`config.mk`:
```
export PLATFORM = sky130hd
export DESIGN_NAME = kms_scan_fsm
export DESIGN_NICKNAME = d
export VERILOG_FILES = /design/src/rtl/core/kms_pkg.sv /design/src/rtl/core/kms_scan_fsm.sv
export SDC_FILE = /design/constraint.sdc
export NUM_CORES = 1
export LEC_CHECK = 0
export ABC_AREA = 1
export BUFFER_PORTS_ARGS = -buffer_cell sky130_fd_sc_hd__clkbuf_2
export CAP_MARGIN = 20
export CORE_UTILIZATION = 25
export CTS_CLUSTER_DIAMETER = 40
export DETAILED_ROUTE_END_ITERATION = 10
export PLACE_DENSITY = 0.54
export RECOVER_POWER = 25
export SYNTH_ARGS = -nofsm -noshare
export SYNTH_HDL_FRONTEND = slang
export SYNTH_SLANG_ARGS = --single-unit
```
`constraint.sdc`:
```
create_clock -name clock -period 3.17 [get_ports clock]
set_input_delay 0.1585 -clock clock [delete_from_list [all_inputs] [get_ports clock]]
set_output_delay 0.1585 -clock clock [all_outputs]
set_load 0.02 [all_outputs]
```
`src/rtl/core/kms_pkg.sv`:
```
// Shared types, constants and helper functions of the keypad matrix scanner.
`timescale 1ns / 1ps

package kms_pkg;

   // Default number of entries in the downstream key buffer.
   localparam int KMS_BUFFER_DEPTH = 16;

   // Reset values of the configuration registers.
   localparam logic [15:0] DEBOUNCE_RESET = 16'd10;
   localparam logic [15:0] SCAN_GAP_RESET = 16'd10;
   localparam logic [15:0] HOLDOFF_RESET  = 16'd200;

   // Configuration register indexes (word address bits).
   localparam logic [1:0] REG_DEBOUNCE = 2'd0;
   localparam logic [1:0] REG_SCAN_GAP = 2'd1;
   localparam logic [1:0] REG_HOLDOFF  = 2'd2;

   // Scan phase codes.
   localparam logic [2:0] PH_SCAN     = 3'd0;
   localparam logic [2:0] PH_DEBOUNCE = 3'd1;
   localparam logic [2:0] PH_RELEASE  = 3'd2;
   localparam logic [2:0] PH_HOLDOFF  = 3'd3;
   localparam logic [2:0] PH_GAP      = 3'd4;

   // Row and column line constants.
   localparam logic [3:0] ROWS_IDLE   = 4'hF;
   localparam logic [3:0] DRIVE_NONE  = 4'hF;
   localparam logic [1:0] LAST_COLUMN = 2'd3;

   // ASCII bases for the hex digit of a key code.
   localparam logic [6:0] CHAR_ZERO   = 7'd48;
   localparam logic [6:0] CHAR_LETTER = 7'd55;
   localparam logic [3:0] FIRST_LETTER_CODE = 4'd10;

   // Payload of one request: the sampled row lines.
   typedef struct packed {
      logic [3:0] row_lines;
   } kms_req_type;

   // Payload of one result.
   typedef struct packed {
      logic [3:0] column_drive;
      logic       key_valid;
      logic [3:0] key_code;
      logic [6:0] key_char;
      logic [3:0] key_index;
      logic       multi_press;
   } kms_rsp_type;

   // Configuration register contents.
   typedef struct packed {
      logic [15:0] debounce_ticks;
      logic [15:0] scan_gap_ticks;
      logic [15:0] holdoff_ticks;
   } kms_cfg_type;

   // Decoded latched row pattern.
   typedef struct packed {
      logic       single;
      logic [1:0] row;
   } kms_row_type;

   // A latched pattern is a single key only when exactly one row is low.
   function automatic kms_row_type kms_row_decode(input logic [3:0] held);
      kms_row_type result;
      result = '0;
      case (held)
         4'hE: begin
            result.single = 1'b1;
            result.row    = 2'd0;
         end
         4'hD: begin
            result.single = 1'b1;
            result.row    = 2'd1;
         end
         4'hB: begin
            result.single = 1'b1;
            result.row    = 2'd2;
         end
         4'h7: begin
            result.single = 1'b1;
            result.row    = 2'd3;
         end
         default: begin
            result.single = 1'b0;
            result.row    = 2'd0;
         end
      endcase
      return result;
   endfunction

   // ASCII hex digit of a key code: '0' to '9', then 'A' to 'F'.
   function automatic logic [6:0] kms_hex_char(input logic [3:0] code);
      logic [6:0] result;
      if (code < FIRST_LETTER_CODE) begin
         result = CHAR_ZERO + {3'd0, code};
      end else begin
         result = CHAR_LETTER + {3'd0, code};
      end
      return result;
   endfunction

endpackage

```
`src/rtl/core/kms_scan_fsm.sv`:
```
// Scan state machine: one state update and one result per registered request.
`timescale 1ns / 1ps

module kms_scan_fsm #(
   parameter int BUFFER_DEPTH = kms_pkg::KMS_BUFFER_DEPTH
) (
   input  logic                 clock,
   input  logic                 reset,
   input  logic                 advance,
   input  logic [3:0]           rows,
   input  kms_pkg::kms_cfg_type cfg,
   output kms_pkg::kms_rsp_type result
);
   import kms_pkg::*;

   localparam int KeyCountWidth = $clog2(BUFFER_DEPTH);

   logic [1:0]               column_ff, column_in;
   logic [2:0]               phase_ff, phase_in;
   logic [15:0]              wait_ff, wait_in;
   logic [3:0]               held_ff, held_in;
   logic [KeyCountWidth-1:0] count_ff, count_in;

   logic [15:0] wait_dec;
   logic [2:0]  gap_phase;
   kms_row_type held_row;
   logic [3:0]  code;

   assign wait_dec  = (wait_ff != 16'd0) ? (wait_ff - 16'd1) : wait_ff;
   assign gap_phase = (cfg.scan_gap_ticks != 16'd0) ? PH_GAP : PH_SCAN;
   assign held_row  = kms_row_decode(held_ff);
   assign code      = {held_row.row, column_ff};

   // Next state and result for the current row sample.
   always_comb begin
      column_in = column_ff;
      phase_in  = phase_ff;
      wait_in   = wait_ff;
      held_in   = held_ff;
      count_in  = count_ff;
      result    = '0;

      case (phase_ff)
         PH_SCAN: begin
            if (rows != ROWS_IDLE) begin
               wait_in  = cfg.debounce_ticks;
               phase_in = PH_DEBOUNCE;
            end else if (column_ff == LAST_COLUMN) begin
               wait_in   = cfg.scan_gap_ticks;
               column_in = 2'd0;
               phase_in  = gap_phase;
            end else begin
               column_in = column_ff + 2'd1;
            end
         end
         PH_DEBOUNCE: begin
            if (wait_ff != 16'd0) begin
               wait_in = wait_dec;
            end else if (rows == ROWS_IDLE) begin
               // False press: carry on with the next column.
               if (column_ff == LAST_COLUMN) begin
                  wait_in   = cfg.scan_gap_ticks;
                  column_in = 2'd0;
                  phase_in  = gap_phase;
               end else begin
                  column_in = column_ff + 2'd1;
                  phase_in  = PH_SCAN;
               end
            end else begin
               held_in  = rows;
               phase_in = PH_RELEASE;
            end
         end
         PH_RELEASE: begin
            if (rows == ROWS_IDLE) begin
               held_in = ROWS_IDLE;
               if (held_row.single) begin
                  result.key_valid = 1'b1;
                  result.key_code  = code;
                  result.key_char  = kms_hex_char(code);
                  result.key_index = 4'(count_ff);
                  count_in = (count_ff == KeyCountWidth'(BUFFER_DEPTH - 1)) ?
                             '0 : count_ff + KeyCountWidth'(1);
                  column_in = 2'd0;
                  if (cfg.holdoff_ticks != 16'd0) begin
                     wait_in  = cfg.holdoff_ticks;
                     phase_in = PH_HOLDOFF;
                  end else begin
                     wait_in  = cfg.scan_gap_ticks;
                     phase_in = gap_phase;
                  end
               end else begin
                  // Several rows were low: reject and go to the gap, or straight to scanning when the gap is zero.
                  result.multi_press = 1'b1;
                  wait_in   = cfg.scan_gap_ticks;
                  column_in = 2'd0;
                  phase_in  = gap_phase;
               end
            end
         end
         PH_HOLDOFF: begin
            wait_in = wait_dec;
            if (wait_dec == 16'd0) begin
               wait_in   = cfg.scan_gap_ticks;
               column_in = 2'd0;
               phase_in  = gap_phase;
            end
         end
         PH_GAP: begin
            wait_in = wait_dec;
            if (wait_dec == 16'd0) begin
               column_in = 2'd0;
               phase_in  = PH_SCAN;
            end
         end
         default: begin
            column_in = 2'd0;
            phase_in  = PH_SCAN;
            wait_in   = 16'd0;
            held_in   = ROWS_IDLE;
         end
      endcase

      // Column drive for the next sample; none during idle waits.
      if (phase_in == PH_HOLDOFF || phase_in == PH_GAP) begin
         result.column_drive = DRIVE_NONE;
      end else begin
         result.column_drive = ~(4'b0001 << column_in);
      end
   end

   // State advances only when the registered request moves on.
   always_ff @(posedge clock) begin
      if (reset) begin
         column_ff <= 2'd0;
         phase_ff  <= PH_SCAN;
         wait_ff   <= 16'd0;
         held_ff   <= ROWS_IDLE;
         count_ff  <= '0;
      end else if (advance) begin
         column_ff <= column_in;
         phase_ff  <= phase_in;
         wait_ff   <= wait_in;
         held_ff   <= held_in;
         count_ff  <= count_in;
      end
   end

endmodule

```
==> summary.txt, run 1 <==
Worst Path Class, Setup - flip-flop to primary output
max-cap check violation count - 0
post-DP HPWL - 11700 um
clock latency at the later pin of the worst-skew pair - 0.28 ns
Seq pwr share - 18.2%
clock skew - 0.008254 ns
first-pass GRT wire length - 23720 um
Port Buf Inserts - 75
status - finished clean
Overflow after GRT - 0
Via density - 5.182
hold_sp - rows[2]
vias in the first global route - 4274
Slew @ Worst Pin - 0.8230 ns
warnings from Yosys - 0
Slew Limit Headroom - 44.84%
Pre-antenna DRT Iters - 5
ANT nets after route - 0
Worst Hold End - held_ff[2]
FF-to-FF Start - wait_ff[0]
Tot GR Track Use - 20.51%
clock share of power - 20.0%
largest net degree at the start of global routing - 36
layout cells sized above 1 - 16.91%
Clock Tree Buf Depth - 2
critical path endpoint category - primary output
area grow syn2layout - 23.23%
hold depth - 3
final worst slack - 0.1394 ns
routability cong. - 0.9622
total CTS buffers - 5
via count - 4918
CTS tree - yes
clock tree sinks - 29
worst r2r path cells - 14
drt initial violations - 665
cts hold-fix bufs - 0
CTS Root Cell - clkbuf_16
Slew Viols, Final - 0
r2r endpoint - wait_ff[14]
worst hold path class - input pin to flip-flop
Worst Path Required - 3.01 ns
critical path arrival - 2.87 ns
starting density of the core - 26.03%
syn nets - 747
die height - 123.4 um
total power - 2.542 mW
IO Pins - 76
DRC viols - 0
die area - 15220 um2
VDD IR max - 0.0002044 V
Fmax - 330.0 MHz
endpoints failing setup - 0
antenna violations before repair - 0
cell row count - 43
post-synthesis instance total - 687
synthesized flop and latch total - 29
H-Tree Depth - 2
pre-CTS setup slack - 0.1749 ns
Comb power frac - 61.8%
mean post-synth cell area - 5.362 um2
CTS clock-pin slew for the worst setup and hold paths - 0.06 ns
commonest non-fill, non-tap cell in the layout - nand2_1
type of origin of the critical path - flip-flop
synthesized cell area - 3684 um2
final hold violation count - 0
width of the die - 123.4 um
R2R Setup Slk - 0.49 ns
post-route minimum period - 3.031 ns
post-synthesis sequential area ratio - 15.76%
Core Area - 14150 um2
period utilisation layout - 95.60%
Routed wire per std cell - 16.47 um
Pleak - 2.148 nW
P_sw - 1.355 mW
# diodes - 0
nets - 828
fraction of power spent switching nets - 53.30%
final wirelength - 15630 um
synth unique cells - 39
Power Density - 560.0 nW/um2
commonest non-fill, non-tap cells in the layout - 197 x nand2_1, 84 x inv_1, 77 x nor2_1, 73 x o21ai_0, 66 x clkbuf_2
Worst Path Max Fanout - 14
Internal - 1.187 mW
-- worst max-delay path, stage by stage, from the launching register on --
cell      delay [ns]
dfxtp_1         0.37
nor2_1          0.16
nand2_1         0.14
nor2_2          0.24
nand2_4         0.16
nand2_1         0.13
nand2_1         0.11
inv_1           0.10
nand3_1         0.08
nor2_1          0.09
nand3_1         0.14
nor2_4          0.20
o21ai_1         0.08
inv_1           0.06
nand2_1         0.10
a21oi_4         0.17
nand2_1         0.09
clkbuf_2        0.16
-- per-stage QoR --
stage | utilization (%) | TNS, ns | area, um2 | hold slack (ns) | cells
after floorplan | - | 0 | 3684 | 0.3194 | 687
after CTS | 31.52 | 0 | 4461 | 0.1531 | 941
after global routing | 32.08 | -0.1155 | 4539 | 0.1882 | 949
after detailed placement | 30.39 | 0 | 4300 | 0.4418 | 933
final | 32.08 | 0 | 4539 | 0.1478 | 949
after global placement | 30.39 | 0 | 4300 | 0.4390 | 933
-- power groups by stage --
stage / registers (mW) / logic, mW / clock network [mW]
2_1_floorplan: 0.449 / 1.07 / 0
3_3_place_gp: 0.467 / 1.48 / 0
3_5_place_dp: 0.466 / 1.47 / 0
4_1_cts: 0.459 / 1.48 / 0.509
5_1_grt: 0.467 / 1.73 / 0.527
6_report: 0.463 / 1.57 / 0.509
-- cells in the mapped netlist --
master / instances / area (um2)
nand2_1: 197 / 739.5
inv_1: 85 / 319.1
nor2_1: 80 / 300.3
o21ai_0: 73 / 365.4
nand3_1: 49 / 245.2
a21oi_1: 46 / 230.2
dfxtp_1: 29 / 580.6
clkbuf_1: 21 / 78.83
nand4_1: 21 / 131.4
o211ai_1: 12 / 90.09
o21ai_1: 7 / 35.03
ha_1: 5 / 62.56
nor2_2: 5 / 31.28
nor4_1: 5 / 31.28
o22ai_1: 5 / 31.28
nor2_4: 4 / 45.04
nor3_1: 4 / 20.02
xor2_1: 4 / 35.03
buf_2: 3 / 15.01
nand2_2: 3 / 18.77
nand3b_1: 3 / 22.52
o221ai_1: 3 / 26.28
or2_2: 3 / 18.77
a211oi_1: 2 / 15.01
buf_6: 2 / 22.52
inv_2: 2 / 7.510
nand3_4: 2 / 35.03
a21oi_2: 1 / 8.760
a221oi_1: 1 / 8.760
a31oi_1: 1 / 6.260
and2_1: 1 / 6.260
clkinv_1: 1 / 3.750
nand3_2: 1 / 10.01
nor2_8: 1 / 20.02
nor3_2: 1 / 10.01
nor4_2: 1 / 12.51
o2111ai_1: 1 / 8.760
o2111ai_4: 1 / 26.28
o21ai_2: 1 / 8.760
-- layer usage --
| layer | wire, um | global-route usage, % |
|---|---|---|
| met1 | 7354 | 31.35 |
| met2 | 6606 | 30.55 |
| met3 | 1519 | 2.214 |
| met4 | 148 | 3.916 |
| met5 | 0 | 0 |
-- cell type report --
type,instances,area [um2]
multi-input cells,545,2705
inverters,88,334.1
well taps,180,225.2
fillers,1656,9610
flip-flops and latches,29,581.8
clock inverters,2,13.76
clock buffers,6,138.9
repair buffers,99,540.5
-- kinds of logic after synthesis --
family	synth area share [%]
flip-flops	15.76
AO/OA/AOI/OAI	23.37
buffers and inverters	12.13
AND/OR/NAND/NOR	46.09
XOR/XNOR	0.9510
adder cells (fa/ha/maj)	1.698
-- flip-flops by register name (all words and copies together), names as in the netlist --
register	count
count_ff	4
wait_ff	16
phase_ff	3
held_ff	4
column_ff	2
-- worst max path at each step --
| stage | start | to | slack, ns | depth (start not counted) |
|---|---|---|---|---|
| floorplan | wait_ff[0] | result[19] | 0.80 | 16 |
| global placement | wait_ff[0] | result[17] | 0.27 | 16 |
| detailed placement | wait_ff[0] | result[20] | 0.17 | 16 |
| CTS | wait_ff[0] | result[20] | 0.07 | 16 |
| global route | wait_ff[10] | result[17] | -0.04 | 17 |
| finish | wait_ff[10] | result[17] | 0.14 | 17 |
-- what timing repair did --
action,in CTS,in global routing
setup buffers,0,7
resized for setup,3,10
setup endpoints to repair,4,4
pin swaps,0,3
gates cloned,0,1
Power figures use the tool's default switching activity.
==> inputs of run 2 (changes only) <==
--- a/config.mk
+++ b/config.mk
@@ -8,10 +8,10 @@
 export ABC_AREA = 1
 export BUFFER_PORTS_ARGS = -buffer_cell sky130_fd_sc_hd__clkbuf_2
 export CAP_MARGIN = 20
-export CORE_UTILIZATION = 25
+export CORE_UTILIZATION = 57
 export CTS_CLUSTER_DIAMETER = 40
 export DETAILED_ROUTE_END_ITERATION = 10
-export PLACE_DENSITY = 0.54
+export PLACE_DENSITY = 0.94
 export RECOVER_POWER = 25
 export SYNTH_ARGS = -nofsm -noshare
 export SYNTH_HDL_FRONTEND = slang
==> run 2 against run 1 <==
Effect of this change:
- clock power down 29%
- power down 3.4%
- critical path depth down 1
- critical path type unchanged
==> summary.txt, run 2 (synthesis results as in run 1) <==
status - finished clean
VDD IR max - 0.0003127 V (+53%)
endpoints failing setup - 0 (unchanged)
clock latency at the later pin of the worst-skew pair - 0.30 ns (+0.02 ns)
clock tree sinks - 29 (unchanged)
global routing usage on met2 - 69.75% (+39 points)
cell breakdown of the critical path - inv_2 -> ha_1 -> nand2_1 -> nor2_4 -> nand2_4 -> nand2_1 -> nand2_1 -> inv_1 -> nand3_2 -> nor2_4 -> nand3_4 -> nand3_1 -> nand2_1 -> a21oi_2 -> nand2_1 -> clkbuf_2
fillers - 605 (-63%)
CTS tree - yes
clock skew - 0.008681 ns (+0.0004264 ns)
Via density - 6.312 (+22%)
Worst Path Max Fanout - 15 (+1)
commonest non-fill, non-tap cell in the layout - nand2_1
via count - 5308 (+7.9%)
critical path endpoint category - primary output
Overflow after GRT - 0 (unchanged)
M3 GR Usage - 13.63% (+11 points)
largest net degree at the start of global routing - 30 (-17%)
Critical Path Most Common Cell - nand2_1
ANT nets after route - 0 (unchanged)
Worst Path Required - 3.01 ns (about the same)
cell row count - 28 (-35%)
placed cells - 832 (-11%)
Fmax - 328.1 MHz (-0.56%)
worst hold path class - input pin to flip-flop
Core Area - 6061 um2 (-57%)
CP Buf/Inv Count - 3 (unchanged)
Regs by FF count - wait_ff x16, count_ff x4, held_ff x4
critical path arrival - 2.89 ns (+0.02 ns)
post-DP HPWL - 11050 um (-5.6%)
Setup Fix Bufs, Post-CTS - 0 (unchanged)
antenna violations before repair - 0 (unchanged)
Largest register FFs - 16 (unchanged)
starting density of the core - 60.78% (+35 points)
nets - 825 (-0.36%)
Tot GR Track Use - 44.01% (+23 points)
GR Util met1 - 53.96% (+23 points)
die area - 6788 um2 (-55%)
period utilisation layout - 96.14% (+0.53 points)
Top Family by Delay on Critical Path - simple AND/OR/NAND/NOR gates
first-pass GRT wire length - 21940 um (-7.5%)
total CTS buffers - 5 (unchanged)
Worst Path Class, Setup - flip-flop to primary output
die height - 82.39 um (-33%)
width of the die - 82.39 um (-33%)
commonest non-fill, non-tap cells in the layout - 197 x nand2_1, 84 x inv_1, 76 x nor2_1, 73 x o21ai_0, 66 x clkbuf_2
area grow syn2layout - 17.26%
CTS Root Cell - clkbuf_8
Crit path largest cell delay - 0.34 ns (-0.03 ns)
Most flops, register - wait_ff
cts hold-fix bufs - 0 (unchanged)
WHS - 0.1394 ns (-0.008343 ns)
DRC viols - 0 (unchanged)
Routed wire per std cell - 17.72 um (+7.6%)
H-Tree Depth - 2 (unchanged)
routability cong. - 1.011 (+5.0%)
drt initial violations - 608 (-8.6%)
IO Pins - 76 (unchanged)
total power - 2.455 mW (-3.4%)
Pre-antenna DRT Iters - 6 (+1)
Power Density - 568.4 nW/um2 (+1.5%)
Finished Layout Cells - 841 (-11%)
max-cap check violation count - 0 (unchanged)
CTS clock-pin slew for the worst setup and hold paths - 0.07 ns (about the same)
final wirelength - 14900 um (-4.6%)
layout cells sized above 1 - 16.58% (-0.33 points)
GRT Max-Usage Layer - met2
Slew Viols, Final - 0 (unchanged)
Pleak - 2.117 nW (-1.5%)
# diodes - 0 (unchanged)
type of origin of the critical path - flip-flop
Port Buf Inserts - 75 (unchanged)
CP max stage cell - dfxtp_1
Slew @ Worst Pin - 0.7550 ns (-0.06793 ns)
post-route minimum period - 3.048 ns (+0.01694 ns)
Slew Limit Headroom - 49.28% (+4.4 points)
vias in the first global route - 4560 (+6.7%)
final hold violation count - 0 (unchanged)
Clock Tree Buf Depth - 2 (unchanged)
## run 2: cell count changes in the layout (fill, tap and decap cells not counted), moves of 2 or more
cell,delta
clkbuf_16,-5
clkbuf_8,+6
inv_2,+2
buf_4,-3
## run 2: path summary, 6_finish.rpt
check | startpoint | to | slack, ns | depth (start not counted)
worst min register to register | count_ff[2] | count_ff[2] | 0.49 | 2
worst max register to register | wait_ff[0] | wait_ff[5] | 0.45 | 15
worst max-delay path | wait_ff[0] | result[20] | 0.12 | 16
worst min-delay path | rows[2] | held_ff[2] | 0.14 | 3
## run 2: metal layers
layer / routed length (um) / share of wire, %
met1: 5663 / 38
met2: 6328 / 42
met3: 2237 / 15
met5: 0 / 0
met4: 673 / 4.5
## run 2: final cells by class
class                      instances  area (um2)  share of cell area, %
timing repair buffer              96       518.0                  11.99
clock buffer                       7       96.34                  2.231
multi-input combinational        545        2695                  62.40
inverter                          88       330.3                  7.648
clock inverter                     1       5.005                 0.1159
tap                               75       93.84                  2.173
sequential                        29       580.6                  13.44
## run 2: worst reg2reg max path: cells and delay by family (launching register included)
family	cells	cell delay, ns
DFF	1	0.34
xor gates and xnor gates	1	0.22
AOI/OAI and AO/OA	1	0.13
adders and majority gates	1	0.27
and+or+nand+nor	11	1.55
buffers and inverters	1	0.13
## run 2: power breakdown
group	switching [mW]	internal, mW	total [mW]
combinational	1.15	0.487	1.64
clock	0.166	0.196	0.362
sequential	0.0549	0.403	0.457
## run 2: repair_timing
item                                    4_1_cts  5_1_grt
resized for setup                             1        9
endpoints found under the setup margin        3        4
gates cloned                                  0        1
pin swaps                                     0        2
## run 2: metrics by stage
step                util, %  setup slack [ns]  setup TNS (ns)  instance area [um2]
global route          71.26         -0.006643        -0.01573                 4319
finish                71.26            0.1224               0                 4319
CTS                   71.04           0.04211               0                 4305
global placement      69.28            0.4318               0                 4199
floorplan                 -            0.7955               0                 3684
detailed placement    69.28            0.3071               0                 4199
