`config.mk`:
```
export PLATFORM = sky130hd
export DESIGN_NAME = kms_csr
export DESIGN_NICKNAME = d
export VERILOG_FILES = /design/src/rtl/core/kms_pkg.sv /design/src/rtl/core/kms_csr.sv
export SDC_FILE = /design/constraint.sdc
export NUM_CORES = 1
export LEC_CHECK = 0
export BUFFER_PORTS_ARGS = -buffer_cell sky130_fd_sc_hd__buf_2
export CORE_MARGIN = 5
export CORE_UTILIZATION = 43
export CTS_BUF_LIST = sky130_fd_sc_hd__clkbuf_8
export CTS_CLUSTER_DIAMETER = 150
export DETAILED_ROUTE_END_ITERATION = 12
export GPL_TIMING_DRIVEN = 0
export HOLD_SLACK_MARGIN = 0.12
export PLACE_DENSITY = 0.82
export SYNTH_ARGS = -nofsm -noshare
export SYNTH_HDL_FRONTEND = slang
export SYNTH_SLANG_ARGS = --single-unit
export TNS_END_PERCENT = 5
```
`constraint.sdc`:
```
create_clock -name clock -period 1.25 [get_ports clock]
set_clock_uncertainty 0.2 [all_clocks]
set_input_delay 0.125 -clock clock [delete_from_list [all_inputs] [get_ports clock]]
set_output_delay 0.125 -clock clock [all_outputs]
set_load 0.02 [all_outputs]
```
`src/rtl/core/kms_pkg.sv`:
```
// Shared types, constants and helper functions of the keypad matrix scanner.
`timescale 1ns / 1ps

package kms_pkg;

   // Default number of entries in the downstream key buffer.
   localparam int KMS_BUFFER_DEPTH = 16;

   // Reset values of the configuration registers.
   localparam logic [15:0] DEBOUNCE_RESET = 16'd10;
   localparam logic [15:0] SCAN_GAP_RESET = 16'd10;
   localparam logic [15:0] HOLDOFF_RESET  = 16'd200;

   // Configuration register indexes (word address bits).
   localparam logic [1:0] REG_DEBOUNCE = 2'd0;
   localparam logic [1:0] REG_SCAN_GAP = 2'd1;
   localparam logic [1:0] REG_HOLDOFF  = 2'd2;

   // Scan phase codes.
   localparam logic [2:0] PH_SCAN     = 3'd0;
   localparam logic [2:0] PH_DEBOUNCE = 3'd1;
   localparam logic [2:0] PH_RELEASE  = 3'd2;
   localparam logic [2:0] PH_HOLDOFF  = 3'd3;
   localparam logic [2:0] PH_GAP      = 3'd4;

   // Row and column line constants.
   localparam logic [3:0] ROWS_IDLE   = 4'hF;
   localparam logic [3:0] DRIVE_NONE  = 4'hF;
   localparam logic [1:0] LAST_COLUMN = 2'd3;

   // ASCII bases for the hex digit of a key code.
   localparam logic [6:0] CHAR_ZERO   = 7'd48;
   localparam logic [6:0] CHAR_LETTER = 7'd55;
   localparam logic [3:0] FIRST_LETTER_CODE = 4'd10;

   // Payload of one request: the sampled row lines.
   typedef struct packed {
      logic [3:0] row_lines;
   } kms_req_type;

   // Payload of one result.
   typedef struct packed {
      logic [3:0] column_drive;
      logic       key_valid;
      logic [3:0] key_code;
      logic [6:0] key_char;
      logic [3:0] key_index;
      logic       multi_press;
   } kms_rsp_type;

   // Configuration register contents.
   typedef struct packed {
      logic [15:0] debounce_ticks;
      logic [15:0] scan_gap_ticks;
      logic [15:0] holdoff_ticks;
   } kms_cfg_type;

   // Decoded latched row pattern.
   typedef struct packed {
      logic       single;
      logic [1:0] row;
   } kms_row_type;

   // A latched pattern is a single key only when exactly one row is low.
   function automatic kms_row_type kms_row_decode(input logic [3:0] held);
      kms_row_type result;
      result = '0;
      case (held)
         4'hE: begin
            result.single = 1'b1;
            result.row    = 2'd0;
         end
         4'hD: begin
            result.single = 1'b1;
            result.row    = 2'd1;
         end
         4'hB: begin
            result.single = 1'b1;
            result.row    = 2'd2;
         end
         4'h7: begin
            result.single = 1'b1;
            result.row    = 2'd3;
         end
         default: begin
            result.single = 1'b0;
            result.row    = 2'd0;
         end
      endcase
      return result;
   endfunction

   // ASCII hex digit of a key code: '0' to '9', then 'A' to 'F'.
   function automatic logic [6:0] kms_hex_char(input logic [3:0] code);
      logic [6:0] result;
      if (code < FIRST_LETTER_CODE) begin
         result = CHAR_ZERO + {3'd0, code};
      end else begin
         result = CHAR_LETTER + {3'd0, code};
      end
      return result;
   endfunction

endpackage

```
`src/rtl/core/kms_csr.sv`:
```
// APB-style configuration registers of the keypad matrix scanner.
`timescale 1ns / 1ps

module kms_csr (
   input  logic                 clock,
   input  logic                 reset,
   input  logic                 psel,
   input  logic                 penable,
   input  logic                 pwrite,
   input  logic [3:0]           paddr,
   input  logic [31:0]          pwdata,
   output logic [31:0]          prdata,
   output logic                 pready,
   output kms_pkg::kms_cfg_type cfg
);
   import kms_pkg::*;

   logic [1:0]  reg_index;
   logic        write_strobe;
   kms_cfg_type cfg_ff;
   kms_cfg_type cfg_in;

   // The port never inserts wait states.
   assign pready       = 1'b1;
   assign reg_index    = paddr[3:2];
   assign write_strobe = psel & penable & pwrite;

   // Register write decode; writes beyond the last register are dropped.
   always_comb begin
      cfg_in = cfg_ff;
      if (write_strobe) begin
         case (reg_index)
            REG_DEBOUNCE: cfg_in.debounce_ticks = pwdata[15:0];
            REG_SCAN_GAP: cfg_in.scan_gap_ticks = pwdata[15:0];
            REG_HOLDOFF:  cfg_in.holdoff_ticks  = pwdata[15:0];
            default:      cfg_in = cfg_ff;
         endcase
      end
   end

   always_ff @(posedge clock) begin
      if (reset) begin
         cfg_ff.debounce_ticks <= DEBOUNCE_RESET;
         cfg_ff.scan_gap_ticks <= SCAN_GAP_RESET;
         cfg_ff.holdoff_ticks  <= HOLDOFF_RESET;
      end else begin
         cfg_ff <= cfg_in;
      end
   end

   // Read data multiplexer.
   always_comb begin
      case (reg_index)
         REG_DEBOUNCE: prdata = {16'd0, cfg_ff.debounce_ticks};
         REG_SCAN_GAP: prdata = {16'd0, cfg_ff.scan_gap_ticks};
         REG_HOLDOFF:  prdata = {16'd0, cfg_ff.holdoff_ticks};
         default:      prdata = 32'd0;
      endcase
   end

   assign cfg = cfg_ff;

endmodule

```
==> results list, run 1 <==
- Number of input and output port buffers inserted: 85
- Summing all flip-flop and latch instances after layout gives 1001 um^2.
- CP Buf/Inv Count: 1
* Relative slew slack: 59.90%
- From synthesis to final layout, the design area changed by 40.75%.
- The portion of synthesized area spent on multiplexers is 26.54%.
- In the global route stage, overall resource usage came out at 18.66%.
- The checks that failed: setup timing.
- Summing the areas of all compound-gate instances in the mapped netlist gives 3.318% of the synthesized area.
- After floorplanning, the core was divided into 27 placement rows.
- Effective utilization at floorplan: 44.10%
- CTS buffer count: 5
- Category of the most critical setup path: register to output port
* Leakage power figure: 1.723 nW
- Actual transition at the worst max-transition pin: 600.3 ps
- The first global-routing pass estimated 10830 um of wire.
- At the end of the flow, the number of nets in the layout was 423.
* Flip-flop count of the largest register after layout: 48
- Number of ports placed on the die boundary: 122
* Clock network latency to the later pin of the worst-skew pair: 280 ps
- Mapped Avg Cell Area: 9.465 um^2
* Clock Tree Buf Depth: 2
* Final worst path period share: 110.0%
* Fmax: 0.7272 GHz
* Adder-cell share of the synthesized area: 0%
* CTS tree: built
- Number of warnings printed during yosys synthesis: 0
- The total overflow left after global routing is 0.
- Reported max-cap violation count: 0
- In this run the remaining antenna-violating nets after routing total 0.
- Die Area: 7211 um^2
* Synth Instances: 255
- In the final layout, the multi-input gates occupy 1311 um^2.
* Post-synthesis sequential area ratio: 39.81%
- Critical Path RT: 930 ps
- Top cell family by delay on the critical path: flip-flops
* First DRT Iteration DRCs: 101
* Synthesized flop and latch total: 48
* Number of fill cells: 485
- Antenna cells: 0
- Total power of the final layout: 0.002866 W
- Of the total synthesized cell area, the portion taken by AND, OR, NAND and NOR gates is 21.36%.
* Final routed DRC violation total: 0
- Measured along the y axis, the die boundary spans 84.92 um.
- In the post-route analysis, the smallest setup slack over all paths is -125.2 ps.
* Number of antenna violations at the first check in global routing: 0
* Commonest cells after routing, fill and taps aside: sky130_fd_sc_hd__buf_2 (71), sky130_fd_sc_hd__mux2i_1 (64), sky130_fd_sc_hd__nand2b_1 (56), sky130_fd_sc_hd__buf_4 (40), sky130_fd_sc_hd__dfxtp_2 (32)
- Run status: complete, but fails checks
* Leading cell type in the layout, fill and taps excluded: sky130_fd_sc_hd__buf_2
- Combinational family with the most area after synthesis: multiplexers
* Cell area power density: 843.7 nW/um^2
- Total Neg Setup Slack: -1054 ps
- For this run, the slowest stage of the critical path takes 340 ps.
- Critical-path cell list: mux2i_1, o21ai_1, buf_4
- Worst Setup End Kind: output port
- Summed over all nets, the half-perimeter wirelength after detailed placement is 4913 um.
- Maximum VDD drop: 637.3 uV
* Hold Fails Final Rpt: 0
- Summed instance area of the synthesized netlist: 2414 um^2
- Maximum number of pins on one net before global-route repair: 13
- The worst hold path belongs to the class input pin to register.
- Routed via count divided by cell count: 4.845
* Hold bufs inserted after CTS: 16
- Cells with a size suffix above 1 make up 41.58% of the layout.
- Distinct cells, synth: 17
* Post-CTS clock slew at the launch and capture registers of the worst setup and hold paths: 80 ps
* Global placement routability congestion: 0.7358
- XOR/XNOR share of the synthesized area: 0%
- The root buffer cell chosen for the clock tree is sky130_fd_sc_hd__clkbuf_8.
* Min Tclk post-route: 1375 ps
- In this run the number of H-tree levels came out at 2.
- First-pass detailed-route iteration total: 4
* Worst path slowest cell: sky130_fd_sc_hd__dfxtp_2
* Core area: 5473 um^2
- The number of global-route vias before repair is 2141.
- From left edge to right edge, the die measures 84.92 um.
- After detailed routing, the average wire length per cell comes to 15.00 um.
* Finish-stage setup viols: 21
* Crit start category: register
- Wire length after detailed routing: 6780 um
* Number of clock sinks: 48
* Arrival time reported for the critical path endpoint: 1050 ps
- Number of pins with negative max-slew slack in the final report: 0
* RSZ-0062 raised after global routing: yes
- Along the worst path, the maximum fanout reaches 3.
* Overall via count from detail_route: 2190
==> final cells by class <==
cell class	count	share of cell area, %
multi-input cells	188	38.60
flip-flops and latches	48	29.47
repair buffers	105	19.30
plain buffers	34	7.956
well taps	72	2.652
clock buffers	5	2.026
==> metal layers <==
metal / wire, um / track usage [%] / share of wire (%)
met5: 0 / 0 / 0
met4: 101 / 4.604 / 1.5
met3: 547 / 4.951 / 8.1
met2: 3297 / 33.24 / 49
met1: 2834 / 22.26 / 42
==> worst register-to-register path, stage by stage (launching register included) <==
cell	delay, ps
sky130_fd_sc_hd__dfxtp_2	340
sky130_fd_sc_hd__buf_4	130
sky130_fd_sc_hd__nand2b_1	60
sky130_fd_sc_hd__mux2i_1	70
==> stage by stage <==
| step | area (um^2) | hold WS [ps] | util (%) | std cells | setup slack [ps] |
|---|---|---|---|---|---|
| after global routing | 3397 | 49.06 | 62.07 | 452 | -153.2 |
| after CTS | 3354 | 24.02 | 61.29 | 450 | -143.7 |
| after detailed placement | 2985 | 209.2 | 54.55 | 427 | -594.0 |
| after global placement | 2985 | 204.6 | 54.55 | 427 | -537.2 |
| final | 3397 | 36.96 | 62.07 | 452 | -125.2 |
| after floorplan | 2470 | 80.30 | - | 270 | -101.9 |
==> cells by family after synthesis <==
logic type      count (synthesis)
buf+inv                        34
flops                          48
other cells                     2
compound gates                 16
mux                            64
simple gates                   91
==> power by group <==
part	internal [W]	switching [W]	total (W)
sequential	0.00155	0.0000151	0.00156
combinational	0.000232	0.000263	0.000494
clock	0.000361	0.000446	0.000807
total	0.00214	0.000724	0.00287
==> timing repair <==
item	in CTS	in global routing
hold endpoints to repair	48	3
buffers inserted	2	2
resized for setup	55	20
pin swaps	1	1
endpoints found under the setup margin	27	54
==> worst paths after layout <==
kind	from	to	slack, ps	depth (start not counted)
hold reg to reg	cfg[30]$_SDFFE_PP0P_	cfg[30]$_SDFFE_PP0P_	280	2
hold / removal	penable	cfg[0]$_SDFFE_PP0P_	40	3
setup reg to reg	cfg[34]$_SDFFE_PP0P_	cfg[34]$_SDFFE_PP0P_	330	3
setup / recovery	cfg[36]$_SDFFE_PP0P_	prdata[4]	-130	3
==> Yosys cell counts <==
cell                        n  area (um^2)
sky130_fd_sc_hd__mux2i_1   64        640.6
sky130_fd_sc_hd__clkbuf_1   9        33.78
sky130_fd_sc_hd__o21ai_0   16        80.08
sky130_fd_sc_hd__or3b_1     1        8.760
sky130_fd_sc_hd__buf_2      5        25.02
sky130_fd_sc_hd__nor2_1    11        41.29
sky130_fd_sc_hd__or3_1      1        6.260
sky130_fd_sc_hd__nor3b_1    2        15.01
sky130_fd_sc_hd__nand4_2    1        12.51
sky130_fd_sc_hd__conb_1     2        7.510
sky130_fd_sc_hd__nand2b_1  56        350.3
sky130_fd_sc_hd__nand3_1    1        5.000
sky130_fd_sc_hd__nor2b_1    1        6.260
sky130_fd_sc_hd__dfxtp_1   48        960.9
sky130_fd_sc_hd__buf_4     20        150.1
sky130_fd_sc_hd__nand2_1   16        60.06
sky130_fd_sc_hd__nor3_2     1        10.01
Power figures use the tool's default switching activity.
==> run 2: changes to the inputs <==
--- a/config.mk
+++ b/config.mk
@@ -14,6 +14,7 @@
 export GPL_TIMING_DRIVEN = 0
 export HOLD_SLACK_MARGIN = 0.12
 export PLACE_DENSITY = 0.82
+export SKIP_CTS_REPAIR_TIMING = 1
 export SYNTH_ARGS = -nofsm -noshare
 export SYNTH_HDL_FRONTEND = slang
 export SYNTH_SLANG_ARGS = --single-unit
==> results list, run 2 (synthesized netlist as in run 1, its figures left out) <==
- Run status: complete, but fails checks
* Violations in the final reports: setup timing
- In this run, the combinational gates consume 17.1% of the power.
- Global router's overall resource usage: 17.80%
- The number of hold violations in the final report came to 0.
* Hold Worst Slack: 36.24 ps
- Placement Rows: 27
- Worst path slowest cell: sky130_fd_sc_hd__dfxtp_2
- Width of the chip: 84.92 um
* Finish-stage setup viols: 21
- Sequential power share: 54.5%
* Actual transition at the worst max-transition pin: 630.4 ps
* Maximum number of pins on one net before global-route repair: 13
* Flip-flop count of the largest register after layout: 48
* Worst hold stages: 3
- Number of ports placed on the die boundary: 122
- Data on the critical path is required at its endpoint by 930 ps.
- Buffers placed on the I/O ports in this run total 85.
- For this run, the top clock speed supported by timing is 0.7273 GHz.
- Leaving out fill and tap cells, the most frequent cell in the layout is sky130_fd_sc_hd__buf_2.
- Share of final-layout standard cells stronger than drive strength 1: 40.11%
* Height of the die: 84.92 um
- Cell area power density: 851.2 nW/um^2
- After layout, the worst setup slack is -125.0 ps.
* Clock root buffer master: sky130_fd_sc_hd__clkbuf_8
* Vias in the first global route: 2022
* First-pass detailed-route iteration total: 4
- Effective utilization at floorplan: 44.10%
- The analysis attributes to cell leakage a power of 1.713 nW.
* Arrival time reported for the critical path endpoint: 1050 ps
- Number of clock sinks: 48
- The core region is 5473 um^2.
* CTS HTree Levels: 2
* RSZ-0062 raised after global routing: yes
* Post-place setup slack: -594.0 ps
- Routability-driven placement finished with a final weighted congestion of 0.7358.
* ANT nets after route: 0
- Antenna cells: 0
- Layout Area Growth over Synthesis: 39.61%
- Routed len/inst: 15.15 um
- Total half-perimeter wirelength after legalization and detailed placement: 4913 um
* Hold worst-path end: cfg[0]$_SDFFE_PP0P_
- The routed design has 6834 um of wire.
* Power Internal: 0.002138 W
- Of the total power, the share spent switching nets is 25.47%.
* Die Area: 7211 um^2
- Top cell family by delay on the critical path: flip-flops
- The worst path in the final design needs a cycle of 1375 ps, including I/O delays and setup.
* Maximum fanout along the worst path: 3
- In the layout the commonest cells are sky130_fd_sc_hd__buf_2 (71), sky130_fd_sc_hd__mux2i_1 (64), sky130_fd_sc_hd__nand2b_1 (56), sky130_fd_sc_hd__buf_4 (39), sky130_fd_sc_hd__dfxtp_2 (27).
* Net count reported at finish: 422
- The worst hold path begins at penable.
- In the routed design, unresolved DRC markers number 0.
- Register-to-Register Setup Slack: 360 ps
- The path class of the tightest hold or removal check is input pin to register.
* Crit start category: register
* Maximum single-stage delay on the critical path: 340 ps
- The critical path goes through mux2i_1, o21ai_1, buf_4.
- The initial antenna violation count is 0.
- The setup path with the least slack is of type register to output port.
- Part of the total power dissipated in the clock network: 28.4%
- The first global-routing pass estimated 10310 um of wire.
- CTS buffer count: 5
- TritonCTS built the clock tree.
* Launch instance of the worst register-to-register path: cfg[11]$_SDFFE_PP0P_
- CP Buf/Inv Count: 1
- Cells on worst reg2reg path: 2
* Maximum VDD drop: 711.1 uV
- The layout has 485 filler cells.
* Reported max-cap violation count: 0
- First DRT Iteration DRCs: 129
* Overall via count from detail_route: 2160
- The longest clock path from root to sink contains 2 buffers.
- Clock-pin slew was measured on the worst setup and hold paths at 80 ps.
* Relative slew slack: 57.88%
- FF-to-FF End: cfg[11]$_SDFFE_PP0P_
* Total congestion overflow after global routing: 0
- Summed over all nets, the switching power comes to 0.0007304 W.
* Number of pins with negative max-slew slack in the final report: 0
- Clock network latency to the later pin of the worst-skew pair: 280 ps
* Final worst path period share: 110.0%
* Routed via count divided by cell count: 4.789
* Worst Setup End Kind: output port
[run 2: changes by cell type in the layout (fill, tap and decap cells not counted)]
| cell | change |
|---|---|
| sky130_fd_sc_hd__dfxtp_2 | -5 |
| sky130_fd_sc_hd__buf_4 | -1 |
| sky130_fd_sc_hd__dfxtp_1 | +5 |
| sky130_fd_sc_hd__buf_6 | +1 |
| sky130_fd_sc_hd__clkbuf_16 | -1 |
[run 2: worst reg2reg max path: cells and delay by family, from the launching register on]
| family | cells | cell delay (ps) |
|---|---|---|
| multiplexers | 1 | 170 |
| AND/OR/NAND/NOR | 1 | 70 |
| flip-flops | 1 | 370 |
[run 2: worst max-delay path by stage]
| stage | from | endpoint | slack, ps | depth (start not counted) |
|---|---|---|---|---|
| finish | cfg[36]$_SDFFE_PP0P_ | prdata[4] | -130 | 3 |
| global route | cfg[19]$_SDFFE_PP1P_ | prdata[3] | -170 | 3 |
| CTS | paddr[3] | prdata[4] | -620 | 7 |
| detailed placement | paddr[3] | prdata[4] | -590 | 7 |
| global placement | paddr[3] | prdata[8] | -540 | 7 |
| floorplan | cfg[30]$_SDFFE_PP0P_ | prdata[14] | -100 | 2 |
[run 2: cell type report]
| class | count | area [um^2] | area share [%] |
|---|---|---|---|
| clock buffers | 5 | 68.82 | 2.042 |
| well taps | 72 | 90.09 | 2.674 |
| flip-flops and latches | 48 | 994.7 | 29.52 |
| multi-input cells | 188 | 1311 | 38.92 |
| plain buffers | 34 | 256.5 | 7.612 |
| repair buffers | 104 | 648.1 | 19.24 |
[run 2: per-stage QoR]
stage                     instances  utilization (%)  total power (W)  TNS, ps  cell area, um^2
after detailed placement        427            54.55         0.002011   -18320             2985
final                           451            61.57         0.002868    -1284             3369
after global routing            451            61.57         0.003005    -2843             3369
after global placement          427            54.55         0.002005   -16460             2985
after floorplan                 270                -         0.001884    -1345             2470
after CTS                       432            55.81         0.002807    -7233             3054
[run 2: power groups by stage]
stage / logic, W / clock network, W / registers [W]
floorplan: 0.000262 / 0 / 0.00162
global placement: 0.000407 / 0 / 0.00160
detailed placement: 0.000412 / 0 / 0.00160
CTS: 0.000413 / 0.000831 / 0.00156
global route: 0.000527 / 0.000911 / 0.00157
finish: 0.000490 / 0.000814 / 0.00156
[run 2: layer usage]
metal | routed length, um | track usage, % | vias up | share of wire, %
met2 | 3386 | 30.82 | 76 | 50
met4 | 72 | 4.748 | 0 | 1.1
li1 | - | - | 1064 | -
met5 | 0 | 0 | - | 0
met1 | 2870 | 21.93 | 1014 | 42
met3 | 504 | 4.563 | 6 | 7.4
==> run 3: changes to the inputs <==
--- a/config.mk
+++ b/config.mk
@@ -6,7 +6,7 @@
 export NUM_CORES = 1
 export LEC_CHECK = 0
 export BUFFER_PORTS_ARGS = -buffer_cell sky130_fd_sc_hd__buf_2
-export CORE_MARGIN = 5
+export CORE_MARGIN = 10
 export CORE_UTILIZATION = 43
 export CTS_BUF_LIST = sky130_fd_sc_hd__clkbuf_8
 export CTS_CLUSTER_DIAMETER = 150
@@ -14,7 +14,6 @@
 export GPL_TIMING_DRIVEN = 0
 export HOLD_SLACK_MARGIN = 0.12
 export PLACE_DENSITY = 0.82
-export SKIP_CTS_REPAIR_TIMING = 1
 export SYNTH_ARGS = -nofsm -noshare
 export SYNTH_HDL_FRONTEND = slang
 export SYNTH_SLANG_ARGS = --single-unit
==> results list, run 3 (synthesized netlist as in run 1, its figures left out) <==
* Run status: complete, but fails checks
- The checks that failed: hold timing, setup timing.
- Setup violations remaining at the end of the flow were counted as 18.
- Critical Path RT: 930 ps
- Across all hold checks on the routed design, the worst slack comes to -26.64 ps.
- The clock reaches the later pin of the worst-skew pair after 300 ps.
- Category of the most critical setup path: register to output port
* First DRT Iteration DRCs: 54
* Height of the die: 94.92 um
- Number of ports placed on the die boundary: 122
* Wire length of the first global-routing pass: 11610 um
- Leading cell type in the layout, fill and taps excluded: sky130_fd_sc_hd__buf_2
* Total congestion overflow after global routing: 0
* Routed len/inst: 17.05 um
- Wire length after detailed routing: 7722 um
* CTS HTree Levels: 2
- The count of nets left with antenna violations once routing finished came out at 0.
- Part of the total power dissipated in the clock network: 38.9%
* Flip-flop count of the largest register after layout: 48
- RSZ-0062 raised after global routing: yes
- Of all nets on the critical path, the largest fanout is 2.
* Clock root buffer master: sky130_fd_sc_hd__clkbuf_8
- The initial antenna violation count is 0.
- The die is 94.92 um wide.
- Start point of the critical path: cfg[20]$_SDFFE_PP0P_
* Post-route cell area: 3468 um^2
- Counting cells, the worst reg-to-reg path comes to 3.
* Worst hold stages: 3
- 0 antenna diodes ended up in the layout.
- Share of final-layout standard cells stronger than drive strength 1: 41.73%
* Register-to-Register Setup Slack: 350 ps
- The tool flagged a number of max-cap violations equal to 0.
* Vias in the first global route: 2238
* Placed instance area: 2985 um^2
- Net count reported at finish: 422
* Number of clock sinks: 48
* Commonest cells after routing, fill and taps aside: sky130_fd_sc_hd__buf_2 (69), sky130_fd_sc_hd__mux2i_1 (62), sky130_fd_sc_hd__nand2b_1 (56), sky130_fd_sc_hd__buf_4 (38), sky130_fd_sc_hd__dfxtp_2 (31)
- Number of pins with negative max-slew slack in the final report: 0
* Hold Fails Final Rpt: 3
- The path class of the tightest hold or removal check is input pin to register.
- Total half-perimeter wirelength after legalization and detailed placement: 5441 um
- In this run the standard cell core region covers 5473 um^2.
- TritonCTS built the clock tree.
* Final worst path period share: 112.8%
* Worst Setup End Kind: output port
* First-pass detailed-route iteration total: 4
* Global router's overall resource usage: 16.33%
* HP Start: penable
- Registers are responsible for 46.3% of the overall power.
- Post-route worst setup slack: -159.7 ps
* FF-to-FF End: cfg[25]$_SDFFE_PP0P_
- Overall via count from detail_route: 2202
- Die Area: 9010 um^2
- The number of hold buffers added after CTS was 16.
- The count of buffers added on input and output ports is 85.
* Switching part of the total power: 24.08%
* Clock Tree Buf Depth: 2
- Dividing the detail-routed via count by the number of cells gives 4.861.
* Global placement routability congestion: 0.8036
- In this run the power density over the cells is 974.1 nW/um^2.
* Crit start category: register
- Once the floorplan was initialized, standard cells occupied 44.10% of the core.
- Actual transition at the worst max-transition pin: 597.7 ps
* Min Tclk post-route: 1410 ps
- Post-CTS clock slew at the launch and capture registers of the worst setup and hold paths: 90 ps
- Maximum number of pins on one net before global-route repair: 15
- Power Internal: 0.002565 W
* Hold worst-path end: cfg[0]$_SDFFE_PP0P_
* Power share of the combinational group: 14.7%
* Final routed DRC violation total: 0
* Launch instance of the worst register-to-register path: cfg[25]$_SDFFE_PP0P_
* CTS buffer count: 5
* Fmax: 0.7094 GHz
- STA puts the critical path data arrival time at 1080 ps.
- Measured against its own limit, the worst slew margin works out to 60.06%.
- The analysis attributes to net switching a power of 0.0008136 W.
- Across the VDD grid, the largest voltage drop is 487.0 uV.
- In this run the static leakage power is 1.730 nW.
* Layout Area Growth over Synthesis: 43.70%
- The floorplan has 27 rows.
[run 3: changes by cell type in the layout (fill, tap and decap cells not counted), sizes merged]
cell,previous run,this run
clkbuf,13,14
bufinv,0,2
buf,114,113
[run 3: how the worst max path moves through the flow]
stage	end	cells after the start
after floorplan	prdata[14]	2
after global placement	prdata[5]	7
after detailed placement	prdata[4]	7
after CTS	prdata[4]	3
after global routing	prdata[10]	3
final	prdata[4]	3
[run 3: cell type report]
| cell class | count | area [um^2] |
|---|---|---|
| tap | 72 | 90.09 |
| fill | 479 | 2004 |
| multi-input combinational | 188 | 1328 |
| sequential | 48 | 999.7 |
| clock buffer | 5 | 68.82 |
| buffer | 34 | 257.7 |
| timing repair buffer | 104 | 664.4 |
| clock inverter | 2 | 60.06 |
[run 3: critical path, stage by stage, from the launching register on]
cell and delay, ps:
sky130_fd_sc_hd__dfxtp_2 360, sky130_fd_sc_hd__mux2i_1 80, sky130_fd_sc_hd__o21ai_1 170, sky130_fd_sc_hd__buf_4 170
[run 3: power by group through the flow]
stage / clock (W) / combinational, W / sequential (W)
finish: 0.00131 / 0.000498 / 0.00157
global placement: 0 / 0.000407 / 0.00160
floorplan: 0 / 0.000262 / 0.00162
CTS: 0.00133 / 0.000478 / 0.00156
global route: 0.00139 / 0.000531 / 0.00157
detailed placement: 0 / 0.000412 / 0.00160
[run 3: metrics by stage]
step                power [W]  utilization, %  cells  setup TNS (ps)  setup WS [ps]
floorplan            0.001884               -    270           -1345         -101.9
global placement     0.002005           54.55    427          -15570         -478.0
detailed placement   0.002011           54.55    427          -17550         -530.5
CTS                  0.003369           62.16    453           -2492         -134.2
global route         0.003490           63.37    453           -2823         -191.5
finish               0.003378           63.37    453           -1678         -159.7
[run 3: timing repair]
| action | 4_1_cts | 5_1_grt |
|---|---|---|
| buffers inserted | 3 | 0 |
| endpoints found under the setup margin | 23 | 49 |
| hold endpoints to repair | 48 | 3 |
| pin swaps | 0 | 0 |
| resized for setup | 54 | 25 |
[run 3: per-layer routing]
metal	vias up	track usage (%)	wire length [um]
met5	-	0	0
met4	0	4.613	85
met3	9	6.503	674
met2	80	29.00	3911
met1	1049	17.51	3051
li1	1064	-	-
